$ cat config.mk
export PLATFORM = sky130hd
export DESIGN_NAME = rolp_seq
export DESIGN_NICKNAME = d
export VERILOG_FILES = /design/src/rtl/core/rolp_pkg.sv /design/src/rtl/core/rolp_seq.sv
export SDC_FILE = /design/constraint.sdc
export NUM_CORES = 1
export LEC_CHECK = 0
export BUFFER_PORTS_ARGS = -buffer_cell sky130_fd_sc_hd__buf_2
export CAP_MARGIN = 20
export CORE_MARGIN = 2
export CORE_UTILIZATION = 30
export CTS_CLUSTER_SIZE = 20
export DETAILED_ROUTE_END_ITERATION = 12
export GPL_ROUTABILITY_DRIVEN = 0
export GPL_TIMING_DRIVEN = 0
export HOLD_SLACK_MARGIN = 0.1
export SETUP_SLACK_MARGIN = 0.2
export SLEW_MARGIN = 10
export SYNTH_ARGS = -nofsm -noshare
export SYNTH_HDL_FRONTEND = slang
export SYNTH_SLANG_ARGS = --single-unit
export TNS_END_PERCENT = 1
$ cat constraint.sdc
create_clock -name clock -period 4.18 [get_ports clock]
set_clock_uncertainty 0.2 [all_clocks]
set_input_delay 0.836 -clock clock [delete_from_list [all_inputs] [get_ports clock]]
set_output_delay 0.836 -clock clock [all_outputs]
set_load 0.005 [all_outputs]
$ cat src/rtl/core/rolp_pkg.sv
// Shared constants and register indexes for the record-once loop player.
`default_nettype none

package rolp_pkg;

   // Number of audio channels in one frame; each channel gets its own lane.
   localparam int CHANNELS = 2;

   // Configuration port widths and register indexes.
   localparam int CSR_INDEX_BITS = 2;
   localparam int CSR_DATA_BITS  = 19;
   localparam int LENGTH_BITS    = 19;
   localparam int MIX_BITS       = 16;

   localparam logic [CSR_INDEX_BITS-1:0] CSR_LOOP_LENGTH = 2'd0;
   localparam logic [CSR_INDEX_BITS-1:0] CSR_MIX_LEVEL   = 2'd1;

   // Reset values and the Q1.15 unity mix.
   localparam logic [LENGTH_BITS-1:0] LOOP_LENGTH_RESET = 19'd48000;
   localparam logic [MIX_BITS-1:0]    MIX_LEVEL_RESET   = 16'd16384;
   localparam logic [MIX_BITS-1:0]    MIX_ONE           = 16'd32768;

   // Fraction bits of the mix level.
   localparam int MIX_SHIFT = 15;

endpackage

`default_nettype wire

$ cat src/rtl/core/rolp_seq.sv
// Loop position and record/playback sequencer.
`default_nettype none

module rolp_seq #(
   parameter int MAX_LOOP_FRAMES = 262144
) (
   input  wire logic                                 clock,
   input  wire logic                                 reset,
   input  wire logic                                 accept,
   input  wire logic                                 rearm,
   input  wire logic [rolp_pkg::LENGTH_BITS-1:0]     loop_length,
   output logic      [$clog2(MAX_LOOP_FRAMES)-1:0]   item_pos,
   output logic                                      item_rec,
   output logic                                      rec_state
);
   import rolp_pkg::*;

   localparam int PW = $clog2(MAX_LOOP_FRAMES);
   localparam int AW = $clog2(MAX_LOOP_FRAMES + 1);
   localparam int LW = (AW > LENGTH_BITS) ? AW : LENGTH_BITS;
   localparam int unsigned ACT_RESET =
      (int'(LOOP_LENGTH_RESET) > MAX_LOOP_FRAMES) ? MAX_LOOP_FRAMES
                                                  : int'(LOOP_LENGTH_RESET);

   logic [PW-1:0] pos_ff, pos_in;
   logic          rec_ff, rec_in;
   logic [AW-1:0] active_ff, active_in;
   logic [AW-1:0] act_eff;
   logic [LW-1:0] len_ext;
   logic [LW-1:0] len_clamped;
   logic [AW-1:0] pos_next;

   // A length of zero acts as one; anything above the store depth is cut to it.
   always_comb begin
      len_ext = LW'(loop_length);
      if (len_ext == '0) begin
         len_clamped = LW'(1);
      end else if (len_ext > LW'(MAX_LOOP_FRAMES)) begin
         len_clamped = LW'(MAX_LOOP_FRAMES);
      end else begin
         len_clamped = len_ext;
      end
   end

   always_comb begin
      if (rearm) begin
         item_pos = '0;
         item_rec = 1'b1;
         act_eff  = AW'(len_clamped);
      end else begin
         item_pos = pos_ff;
         item_rec = rec_ff;
         act_eff  = active_ff;
      end
      pos_next  = AW'(item_pos) + AW'(1);
      pos_in    = pos_ff;
      rec_in    = rec_ff;
      active_in = active_ff;
      if (accept) begin
         active_in = act_eff;
         if (pos_next >= act_eff) begin
            pos_in = '0;
            rec_in = 1'b0;
         end else begin
            pos_in = pos_next[PW-1:0];
            rec_in = item_rec;
         end
      end
   end

   always_ff @(posedge clock) begin
      if (reset) begin
         pos_ff    <= '0;
         rec_ff    <= 1'b1;
         active_ff <= AW'(ACT_RESET);
      end else begin
         pos_ff    <= pos_in;
         rec_ff    <= rec_in;
         active_ff <= active_in;
      end
   end

   assign rec_state = rec_ff;

endmodule

`default_nettype wire

### Word-level counts from Yosys, hierarchy flattened

Cells that the tools add are included.

* input port bits: 23
* word-level logic and storage cells: 14
* output and inout bits: 20
* register bits: 38

* multiplexer cells: 7
* $add $sub $neg: 1
* order comparisons: 2
* reductions and logical operators: 1

Operator list (count)
* $mux 19: 3
* $mux 18: 2
* $add 18x1->19 const B: 1
* $ge 19x19->1: 1
* $gt 19x19->1 const B: 1
* $logic_not 19->1: 1
* $mux 1: 2

### Longest topological paths before layout

* word-level depth: 6
* depth in mapped cells: 18
* depth with buffers taken out: 14

### Least setup slack after synthesis

Ideal clock, no wire load.

* path type: in2reg
* from: in rearm
* to: reg pos_ff[7]
* stages: 18
* path buffers: 4
* setup time: 0.060 ns
* arrival time: 4.187 ns
* path slack: -0.267 ns
* data required time: 3.920 ns
* cells stage by stage: bufbuf_16 -> buf_2 -> buf_1 -> nor2b_1 -> ha_1 -> nand3_1 -> nor3_2 -> and4_1 -> and3_1 -> and3_1 -> ha_1 -> and3_1 -> nand3_1 -> nand2b_1 -> nand4_1 -> nor2_1 -> buf_2 -> a22o_1

* cells in the longest elaborated chain, start to end: 4
* elaborated cells on any way between the ends: 5
* those cells by class: add/sub: 1; order compare: 1; mux: 3

Ends and longest elaborated chain
* from (decl): line rolp_seq.sv:10 `input wire logic rearm,`
* $mux 18 *: line rolp_seq.sv:46 `if (rearm) begin`
* net item_pos[1]: line rolp_seq.sv:12 `output logic [$clog2(MAX_LOOP_FRAMES)-1:0] item_pos,`
* $add 18x1->19 *: line rolp_seq.sv:55 `pos_next = AW'(item_pos) + AW'(1);`
* $ge 19x19->1: line rolp_seq.sv:61 `if (pos_next >= act_eff) begin`
* $mux 18 *: line rolp_seq.sv:61
* to (signal assigned): line rolp_seq.sv:77 `pos_ff <= pos_in;`
* to (decl): line rolp_seq.sv:25 `logic [PW-1:0] pos_ff, pos_in;`

Mark *: on every way through the listed nets, which the timed path passes. The rest lies on a longest branch.
A chain may end at the register's enable or synchronous reset.

### Final worst setup path

* from: in rearm
* to: reg pos_ff[15]

* cells in the longest elaborated chain, start to end: 4
* elaborated cells on any way between the ends: 5
* those cells by class: add/sub: 1; order compare: 1; mux: 3

Ends and longest elaborated chain (line)
* $mux 18: rolp_seq.sv:46
* $add 18x1->19: rolp_seq.sv:55
* $ge 19x19->1: rolp_seq.sv:61
* $mux 18 *: rolp_seq.sv:61

Every way passes the cells marked *; elsewhere a longest branch is shown, timed or not.

==> impl_metrics.toml <==
[die]
boundaryPins = 43
fp.dieArea_um2 = 8739
die_width_um = 93.49
start_util_pct = 31.09
die_h_um = 93.49
coreArea_um2 = 7727
num_rows = 32

[pwr]
finalPower_mw = 0.7741
p_leak_nw = 1.374
p_per_area_nw_per_um2 = 244.6
ir_drop_v = 0.0001171

[critical_path]
cp_max_fo = 5
crit_buf_inv = 5
crit_path_start_kind = "input port"
crit_start = "rearm"
crit_arrival_ps = 3920
cp.required_ps = 4210
max_stage_delay_ps = 270
cp_slowest_cell = "and4_4"
setup.worst_path.end_class = "register"
cpLargestDelayFamily = "simple AND/OR/NAND/NOR gates"
path_cells = "buf_6 -> buf_16 -> buf_12 -> buf_12 -> nor2b_4 -> ha_4 -> nand3_4 -> nor3_4 -> and4_4 -> and3_4 -> xor2_4 -> ha_1 -> and3_4 -> nand3_4 -> nand2b_4 -> nand4_1 -> nor2_4 -> buf_6 -> a22o_1"
r2r-start = "pos_ff[3]"
crit_type = "input port to register"

[placement]
port_buffers = 41
placement.cell_area_um2 = 2839
dp_hpwl_um = 5134

[yosys]
syn_area_um2 = 2402
synth_area_leader_cell = "dfxtp_1"
seq_area_frac_synth_pct = 31.67
synth_cells = 285
synth-async-reset-ratio_pct = 0
ys.flop_type = "dfxtp_1"
synth.ff_latch_count = 38
postSynthNetCount = 328
synth.distinct_cells = 42
synth_edf_count = 0
yosys-top-cells-area = "dfxtp_1, ha_1, a22o_1, nand2_1, nor2b_1"
yosysWarnings = 0
synth_top_area_share_pct = 31.67
avgSynthCellArea_um2 = 8.429

[run]
drv_cap = 0

[clock_network]
cts_hold_buffers = 0
cts-buffers-inserted = 5
cts_buffer_depth = 2
root_buffer = "clkbuf_8"
cts_tree = "done"
h-tree-depth = 2
worstSkewPairLatency_ps = 290
cts.clk_slew.worst_paths_ps = 80
clock-sinks = 38

[route]
viasPerCell = 5.169
dr.pass1.iters = 4
routed_wl_um = 6903
vias = 2321
postRouteAntennaNets = 0
drc_errors = 0
dr.first_iter.drc_count = 122
drt-wirelength-per-cell_um = 15.37

[timing]
tightest_slew_ps = 694.3
fin_crit_ps = 3884
slew_headroom_pct = 53.71
setup_viol = 0
whs_ps = 259.0
fin_tns_setup_ps = 0
fmax_mhz = 257.5
maxSlewViolCount = 0
rsz0062_at_grt = "no"
hold_viol = 0
fin_crit_sh_pct = 92.91

[final_layout]
multiInputGateArea_um2 = 1710
layout.nets = 391
finish.instance_area_um2 = 3164
drive_gt1_share_pct = 27.09
syn2layout_area_growth_pct = 31.72
nFillCells = 796
ff_latch_area_um2 = 760.7
final_cell_mix = "buf_2, nand2_1, dfxtp_1"
mostFrequentLayoutCell = "buf_2"
diodes = 0

[outcome]
status = "finished clean"

[min_path]
min_path_type = "register to register"
worstHoldStart = "active_ff[6]"

[global_routing]
antenna_found_initial = 0
grt_usage_pct = 15.84
overflow = 0
grt_max_degree = 11
grt_pass1_wl_um = 10920
grt_pass1_vias = 2173
[cell usage after synthesis (all sizes together), types with 2 or more instances]
cell type and number:
a22o 17, nand3 11, a211oi 3, nor3 2, nand2b 4, dfxtp 38, nor4 5, buf 6
nand4 4, nor2 12, a21o 2, a22oi 14, inv 4, nand2 39, xnor2 9, and4 4
nor2b 17, and3 5, o21ai 12, a21oi 21, o31ai 10, xor2 7, ha 20, clkbuf 6
and2 2
[sequential cells by signal, summed over array words and instances, names as in the netlist]
register,flops
pos_ff,18
rec_state,1
active_ff,19
[tightest hold or removal path, stage by stage, from the launching register on]
cell and delay (ps):
dfxtp_1 310, nand2_1 50, o31ai_1 50
[metrics by stage]
stage	instances	worst slack, ps	util [%]
2_1_floorplan	285	316.0	-
5_1_grt	449	177.7	40.95
3_3_place_gp	428	-353.6	36.74
3_5_place_dp	428	-406.6	36.74
4_1_cts	436	224.6	38.33
6_report	449	296.3	40.95
[what timing repair did]
action	CTS	global route
endpoints found under the hold margin	0	0
gates cloned	0	1
buffers inserted	2	12
endpoints found under the setup margin	19	19
resized for setup	2	23
pin swaps	2	10
[cells by family (layout without fill, tap and decap cells)]
family          after synthesis  after routing  synth area share, %
fa+ha+maj                    20             20                10.42
buf+inv                      18             80                4.583
compound gates               82             82                23.12
flops                        38             38                31.67
xor+xnor                     16             16                5.834
mux                           2              2               0.8854
simple gates                109            109                23.49
[power by group]
part           internal [mW]  switching (mW)  total (mW)
registers              0.373         0.00674       0.380
clock network          0.127           0.130       0.257
logic                 0.0594          0.0779       0.137
[area by class of cell]
type / count / area share [%]
Inverter: 5 / 0.5931
Sequential cell: 38 / 24.04
Tap cell: 102 / 4.033
Multi-Input combinational cell: 229 / 54.05
Clock buffer: 6 / 2.610
Buffer: 13 / 3.915
Timing Repair Buffer: 56 / 10.76
[routing by layer]
metal | share of wire, % | up-vias | wire length [µm] | GRT usage [%]
li1 | - | 1178 | - | -
met5 | 0 | - | 0 | 0
met2 | 49 | 33 | 3380 | 25.66
met3 | 3.1 | 9 | 212 | 2.740
met1 | 46 | 1101 | 3192 | 21.09
met4 | 1.7 | 0 | 118 | 5.760
[final timing paths]
check / endpoint / depth (start not counted) / slack, ps
min reg2reg: active_ff[6] / 2 / 260
min: active_ff[6] / 2 / 260
max: pos_ff[15] / 19 / 300
max reg2reg: pos_ff[15] / 13 / 610
No activity file was read; power rests on OpenSTA's default activity.
