--- config.mk ---
export PLATFORM = sky130hd
export DESIGN_NAME = rolp_lane
export DESIGN_NICKNAME = d
export VERILOG_FILES = /design/src/rtl/core/rolp_pkg.sv /design/src/rtl/core/rolp_lane.sv
export SDC_FILE = /design/constraint.sdc
export NUM_CORES = 1
export LEC_CHECK = 0
export ABC_CLOCK_PERIOD_IN_PS = 20800
export BUFFER_PORTS_ARGS = -buffer_cell sky130_fd_sc_hd__buf_4
export CAP_MARGIN = 30
export CORE_ASPECT_RATIO = 1.75
export CORE_MARGIN = 3
export CORE_UTILIZATION = 40
export CTS_CLUSTER_DIAMETER = 150
export DETAILED_ROUTE_END_ITERATION = 7
export GPL_TIMING_DRIVEN = 0
export PLACE_DENSITY = 0.59
export SETUP_SLACK_MARGIN = 0.15
export SLEW_MARGIN = 20
export SYNTH_ARGS = -nofsm -noshare
export SYNTH_HDL_FRONTEND = slang
export SYNTH_SLANG_ARGS = --single-unit
--- constraint.sdc ---
create_clock -name clock -period 20.8 [get_ports clock]
set_clock_uncertainty 0.15 [all_clocks]
set_input_delay 4.16 -clock clock [delete_from_list [all_inputs] [get_ports clock]]
set_output_delay 4.16 -clock clock [all_outputs]
set_load 0.03 [all_outputs]
--- src/rtl/core/rolp_pkg.sv ---
// Shared constants and register indexes for the record-once loop player.
`default_nettype none

package rolp_pkg;

   // Number of audio channels in one frame; each channel gets its own lane.
   localparam int CHANNELS = 2;

   // Configuration port widths and register indexes.
   localparam int CSR_INDEX_BITS = 2;
   localparam int CSR_DATA_BITS  = 19;
   localparam int LENGTH_BITS    = 19;
   localparam int MIX_BITS       = 16;

   localparam logic [CSR_INDEX_BITS-1:0] CSR_LOOP_LENGTH = 2'd0;
   localparam logic [CSR_INDEX_BITS-1:0] CSR_MIX_LEVEL   = 2'd1;

   // Reset values and the Q1.15 unity mix.
   localparam logic [LENGTH_BITS-1:0] LOOP_LENGTH_RESET = 19'd48000;
   localparam logic [MIX_BITS-1:0]    MIX_LEVEL_RESET   = 16'd16384;
   localparam logic [MIX_BITS-1:0]    MIX_ONE           = 16'd32768;

   // Fraction bits of the mix level.
   localparam int MIX_SHIFT = 15;

endpackage

`default_nettype wire

--- src/rtl/core/rolp_lane.sv ---
// One channel lane: loop/dry select, wet-dry multiply, and output mix.
`default_nettype none

module rolp_lane #(
   parameter int SAMPLE_BITS = 24
) (
   input  wire logic                          clock,
   input  wire logic                          en1,
   input  wire logic                          en2,
   input  wire logic                          en3,
   input  wire logic [SAMPLE_BITS-1:0]        dry_sample,
   input  wire logic                          rec1,
   input  wire logic [SAMPLE_BITS-1:0]        loop_sample,
   input  wire logic [rolp_pkg::MIX_BITS-1:0] mix,
   output logic      [SAMPLE_BITS-1:0]        out_sample
);
   import rolp_pkg::*;

   localparam int DW   = SAMPLE_BITS + 1;
   localparam int MW   = MIX_BITS + 1;
   localparam int PRW  = DW + MW;
   localparam int SUMW = PRW + 1;

   logic signed [SAMPLE_BITS-1:0] dry1_ff;
   logic signed [SAMPLE_BITS-1:0] dry2_ff;
   logic signed [PRW-1:0]         prod2_ff;
   logic        [SAMPLE_BITS-1:0] out_ff;
   logic signed [SAMPLE_BITS-1:0] wet;
   logic signed [DW-1:0]          diff;
   logic signed [MW-1:0]          mix_s;
   logic signed [PRW-1:0]         prod_in;
   logic signed [SUMW-1:0]        sum;

   // out = dry + (wet - dry) * mix, computed as a Q1.15 sum and floored.
   always_comb begin
      wet     = rec1 ? dry1_ff : $signed(loop_sample);
      diff    = DW'(wet) - DW'(dry1_ff);
      mix_s   = $signed({1'b0, mix});
      prod_in = PRW'(diff) * PRW'(mix_s);
      sum     = (SUMW'(dry2_ff) <<< MIX_SHIFT) + SUMW'(prod2_ff);
   end

   always_ff @(posedge clock) begin
      if (en1) begin
         dry1_ff <= $signed(dry_sample);
      end
      if (en2) begin
         dry2_ff  <= dry1_ff;
         prod2_ff <= prod_in;
      end
      if (en3) begin
         out_ff <= sum[SAMPLE_BITS+MIX_SHIFT-1:MIX_SHIFT];
      end
   end

   assign out_sample = out_ff;

endmodule

`default_nettype wire

* Word-level counts from Yosys, hierarchy flattened
Cells that the tools add are included.
** Storage, ports and cells
- Register bits after elaboration :: 111
- Bits of input ports :: 69
** Operators by class
- $add $sub $neg :: 2
- $mul :: 1
- Muxes and demuxes :: 1
** Operators with widths (count)
- adder 39 bit :: 1
- multiplier 25 x 17 -> 39 bit :: 1
- subtractor 24 x 24 -> 25 bit :: 1
- 2-to-1 mux 24 bit :: 1

* Logic depth before layout (Yosys ltp)
- Depth after elaboration :: 3
- Gate-level depth with buffers :: 38
- Gate-level depth less buffers :: 36

* Least setup slack after synthesis
No wires, ideal clock.
- Path kind :: input port to flip-flop
- Start :: input port rec1
- End :: register prod2_ff[38], data pin
- Data arrival time :: 12.259 ns
- Required time :: 20.390 ns
- Slack :: 8.131 ns
- Stages on the path :: 36
- Path buffers :: 3
- Cell sequence :: clkbuf_1 -> clkbuf_1 -> mux2i_1 -> inv_1 -> ha_1 -> nor2b_1 -> o2111ai_1 -> nand4_1 -> a31oi_1 -> nor2b_1 -> o21ai_0 -> a21oi_1 -> a21oi_1 -> xnor2_1 -> clkbuf_1 -> nand2_1 -> fa_1 -> fa_1 -> fa_1 -> inv_1 -> fa_1 -> inv_1 -> fa_1 -> inv_1 -> fa_1 -> ha_1 -> and3_1 -> nor3b_2 -> o21ai_2 -> a311oi_4 -> nand4_2 -> o22ai_2 -> o211a_4 -> a31o_1 -> xnor2_1 -> xnor2_1
** Between the ends
- Longest elaborated chain between the ends :: 3
** Ends and longest elaborated chain
- from (decl) :: RTL line rolp_lane.sv:12 : input wire logic rec1,
- 2-to-1 mux 24 bit :: RTL line rolp_lane.sv:36 : wet = rec1 ? dry1_ff : $signed(loop_sample);
- subtractor 24 x 24 -> 25 bit :: RTL line rolp_lane.sv:37 : diff = DW'(wet) - DW'(dry1_ff);
- multiplier 25 x 17 -> 39 bit :: RTL line rolp_lane.sv:39 : prod_in = PRW'(diff) * PRW'(mix_s);
- via prod_in[38] :: RTL line rolp_lane.sv:31 : logic signed [PRW-1:0] prod_in;
- to (signal assigned) :: RTL line rolp_lane.sv:49 : prod2_ff <= prod_in;
- to (decl) :: RTL line rolp_lane.sv:26 : logic signed [PRW-1:0] prod2_ff;
The timed path passes the listed nets, and every way through them passes these cells.
A chain may end at the register's enable or synchronous reset.

* Worst setup path after layout
Ends and elaborated chain as after synthesis.

==> key figures <==
Critical path
  – CP startpoint kind: input port
  – CP endpoint kind: flop
  – Critical path peak fanout: 10
  – Worst reg2reg path startpoint: dry1_ff[1]$_DFFE_PP_
  – CP max-delay cell: clkbuf_1
  – CP startpoint: rec1
  – R2R depth: 34
  – Critical path arrival: approximately 15000 ps
  – Crit Reg-Reg Endpoint: prod2_ff[38]$_DFFE_PP_
  – WS Path Type: input port to flop
  – Critical Path Most Common Cell: fa_1
  – Flop2flop setup slack: 10460 ps
  – CP max stage delay: 710 ps
  – Critical Path RT: 20760 ps

Detailed routing
  – Vias per cell: 5.04
  – DR pass1 iterations: 5
  – DR vias: 13200
  – Antenna-violating nets left: 0
  – Avg WL per Cell: 19.7 µm
  – Initial drt markers: 722
  – Detailed Route WL: 51.5 mm
  – DR DRC count: 0

GRT
  – Gr ovfl total: 0
  – Initial antenna violation count: 0
  – Gr usage total: around 22%
  – Number of global-route vias before repair: 15200
  – First-pass GRT wire length: a little over 80 mm
  – Largest net degree at the start of global routing: 49

Timing
  – Final setup viols: 0
  – TNS Setup: 0 ps
  – Final worst-path cycle share: 71.0%
  – Fin. max-slew vios: 0
  – Final Hold Vio Count: 0
  – Max-slew headroom: around a quarter
  – Hold_ws: about 340 ps
  – Slew of the pin with the lowest slew margin: 1120 ps
  – RSZ-0062 raised after global routing: false
  – Tmin final: between 10000 and 15000 ps
  – Fmax achieved: a little under 0.07 GHz

Yosys
  – Post-Syn Instances: 1931
  – Count of cell types in the netlist: 56
  – Synthesis-stage register bit count: 96
  – Syn_nets: 2514
  – Post-synthesis sequential area ratio: 15.4%
  – Mean Syn Cell Area: 9.67 µm²
  – Post-synthesis cell area: 18700 µm²
  – Yosys warns: 0

CTS
  – Longest Clk Path Bufs: 2
  – Hold-fix buffers at CTS: 0
  – CTS Buf Count: 9
  – CTS tree: built
  – Clk_lat worst skew: 360 ps
  – H-tree depth: 3
  – # Post-CTS Setup Buffers: 0
  – Clock Pin Slew Worst Setup and Hold Paths: 80 ps
  – Root Buffer Master: clkbuf_16
  – Resized Gates After CTS: 0
  – Clk sinks: 96

Die
  – I/O pin count: 93
  – Rows: 104
  – Core area: 46100 µm²
  – Die area: 49400 µm²
  – Chip Width: 169 µm
  – Die Span Y: 292 µm
  – Initial Util: a little over 40%

Hold path
  – Hold Path Origin: dry1_ff[3]$_DFFE_PP_
  – Hold Crit Depth: 0
  – Hold Crit Class: flop to flop
  – Worst Hold Path EP: dry2_ff[3]$_DFFE_PP_

Flow run
  – Max Cap Viol: 0

Cells and area
  – Final Cell Area: 20400 µm²
  – Filler cells: around 4400
  – Multi-input combinational cell area: 13700 µm²
  – Final net count: 2617
  – Layout cells sized above 1: 7.16%
  – FF+latch area: around 2900 µm²
  – Ant. Diodes: 0
  – Area Growth Syn to Fin: 9.24%

Place
  – Detailed placement HPWL: approximately 44 mm
  – Port-buffer cells: 88
  – Dpl cell area: 20100 µm²
  – GPL Wtd Cong: between 0.9 and 1

Status
  – Status: finished clean
==> synthesized netlist by cell type, drive strengths merged <==
| library cell | instances | area, µm² |
|---|---|---|
| a2111oi | 3 | 32.5 |
| a211o | 2 | 17.5 |
| a211oi | 2 | 15.0 |
| a21boi | 5 | 37.5 |
| a21o | 21 | 159 |
| a21oi | 44 | 224 |
| a311oi | 1 | 26.3 |
| a31o | 1 | 8.76 |
| a31oi | 8 | 50.1 |
| and2 | 146 | 913 |
| and3 | 8 | 50.1 |
| and3b | 2 | 17.5 |
| buf | 5 | 22.5 |
| clkbuf | 58 | 218 |
| edfxtp | 96 | 2880 |
| fa | 371 | 7430 |
| ha | 143 | 1790 |
| inv | 482 | 1810 |
| mux2 | 22 | 248 |
| mux2i | 2 | 20.0 |
| nand2 | 246 | 923 |
| nand2b | 15 | 93.8 |
| nand3 | 14 | 70.1 |
| nand3b | 1 | 7.51 |
| nand4 | 6 | 50.0 |
| nand4b | 1 | 8.76 |
| nor2 | 37 | 139 |
| nor2b | 31 | 194 |
| nor3 | 17 | 85.1 |
| nor3b | 2 | 20.0 |
| nor4 | 3 | 18.8 |
| o2111ai | 2 | 23.8 |
| o211a | 1 | 17.5 |
| o211ai | 4 | 30.0 |
| o21a | 15 | 113 |
| o21ai | 19 | 98.9 |
| o21bai | 6 | 45.0 |
| o22ai | 1 | 12.5 |
| o2bb2ai | 1 | 8.76 |
| o31a | 2 | 17.5 |
| o31ai | 2 | 20.0 |
| or3 | 5 | 32.5 |
| xnor2 | 62 | 543 |
| xor2 | 16 | 140 |
==> metal layers <==
layer / vias up / routed length (µm) / GRT usage [%]
li1: 6001 / - / -
met1: 6695 / 18000 / 22.7
met4: 0 / 2950 / 11.2
met3: 126 / 2110 / 1.90
met2: 381 / 28500 / 42.1
met5: - / 0 / 0
==> registers in the layout (all words and copies together), names as in the netlist <==
signal and count:
dry1_ff 24, prod2_ff 24, dry2_ff 24, out_sample 24
==> cell usage in the layout (no fill, tap or decap), drive strengths merged, types with 21 or more instances in the layout <==
master,synthesis,final
buf,5,97
mux2,22,22
edfxtp,96,96
a21oi,44,44
inv,482,486
ha,143,143
nand2,246,246
nor2b,31,31
a21o,21,21
clkbuf,58,67
and2,146,146
nor2,37,37
xnor2,62,62
fa,371,371
==> worst max path at each step <==
| stage | end | slack [ps] | depth (start not counted) |
|---|---|---|---|
| 6_report | prod2_ff[38]$_DFFE_PP_ | 6040 | 36 |
| 5_1_grt | prod2_ff[38]$_DFFE_PP_ | 5550 | 36 |
| 4_1_cts | prod2_ff[38]$_DFFE_PP_ | 5960 | 36 |
| 3_5_place_dp | prod2_ff[38]$_DFFE_PP_ | 5570 | 36 |
| 3_3_place_gp | prod2_ff[38]$_DFFE_PP_ | 5660 | 36 |
| 2_1_floorplan | prod2_ff[38]$_DFFE_PP_ | 8130 | 36 |
==> critical path: cells and delay by family <==
kind	cells	cell delay [ps]
adder cells (fa/ha/maj)	8	3790
buffers and inverters	7	1820
multiplexers	1	420
XOR/XNOR	3	680
AND/OR/NAND/NOR	6	930
AO/OA/AOI/OAI	11	2900
==> area by class of cell <==
| class | instances | area share (%) |
|---|---|---|
| Multi-Input combinational cell | 1290 | 67.4 |
| Sequential cell | 96 | 14.1 |
| Inverter | 482 | 8.87 |
| Tap cell | 583 | 3.57 |
| Timing Repair Buffer | 92 | 3.38 |
| Buffer | 63 | 1.18 |
| Clock buffer | 9 | 1.10 |
| Clock inverter | 7 | 0.399 |
==> through the flow <==
| step | setup slack, ps | utilization, % | cells |
|---|---|---|---|
| after floorplan | 8130 | - | 1931 |
| after global placement | 5660 | 43.6 | 2602 |
| after detailed placement | 5570 | 43.6 | 2603 |
| after CTS | 5960 | 44.3 | 2619 |
| after global routing | 5550 | 44.3 | 2622 |
| final | 6040 | 44.3 | 2622 |
==> kinds of logic after synthesis <==
logic type | after synthesis | synth area share [%]
buffers and inverters | 545 | 11.0
and+or+nand+nor | 534 | 14.0
adders and majority gates | 514 | 49.3
AOI/OAI and AO/OA | 140 | 5.12
DFF | 96 | 15.4
xor gates and xnor gates | 78 | 3.66
muxes | 24 | 1.43
Power is not shown: default switching activity piles up to over one toggle a cycle in this logic, so the estimate is an artifact.
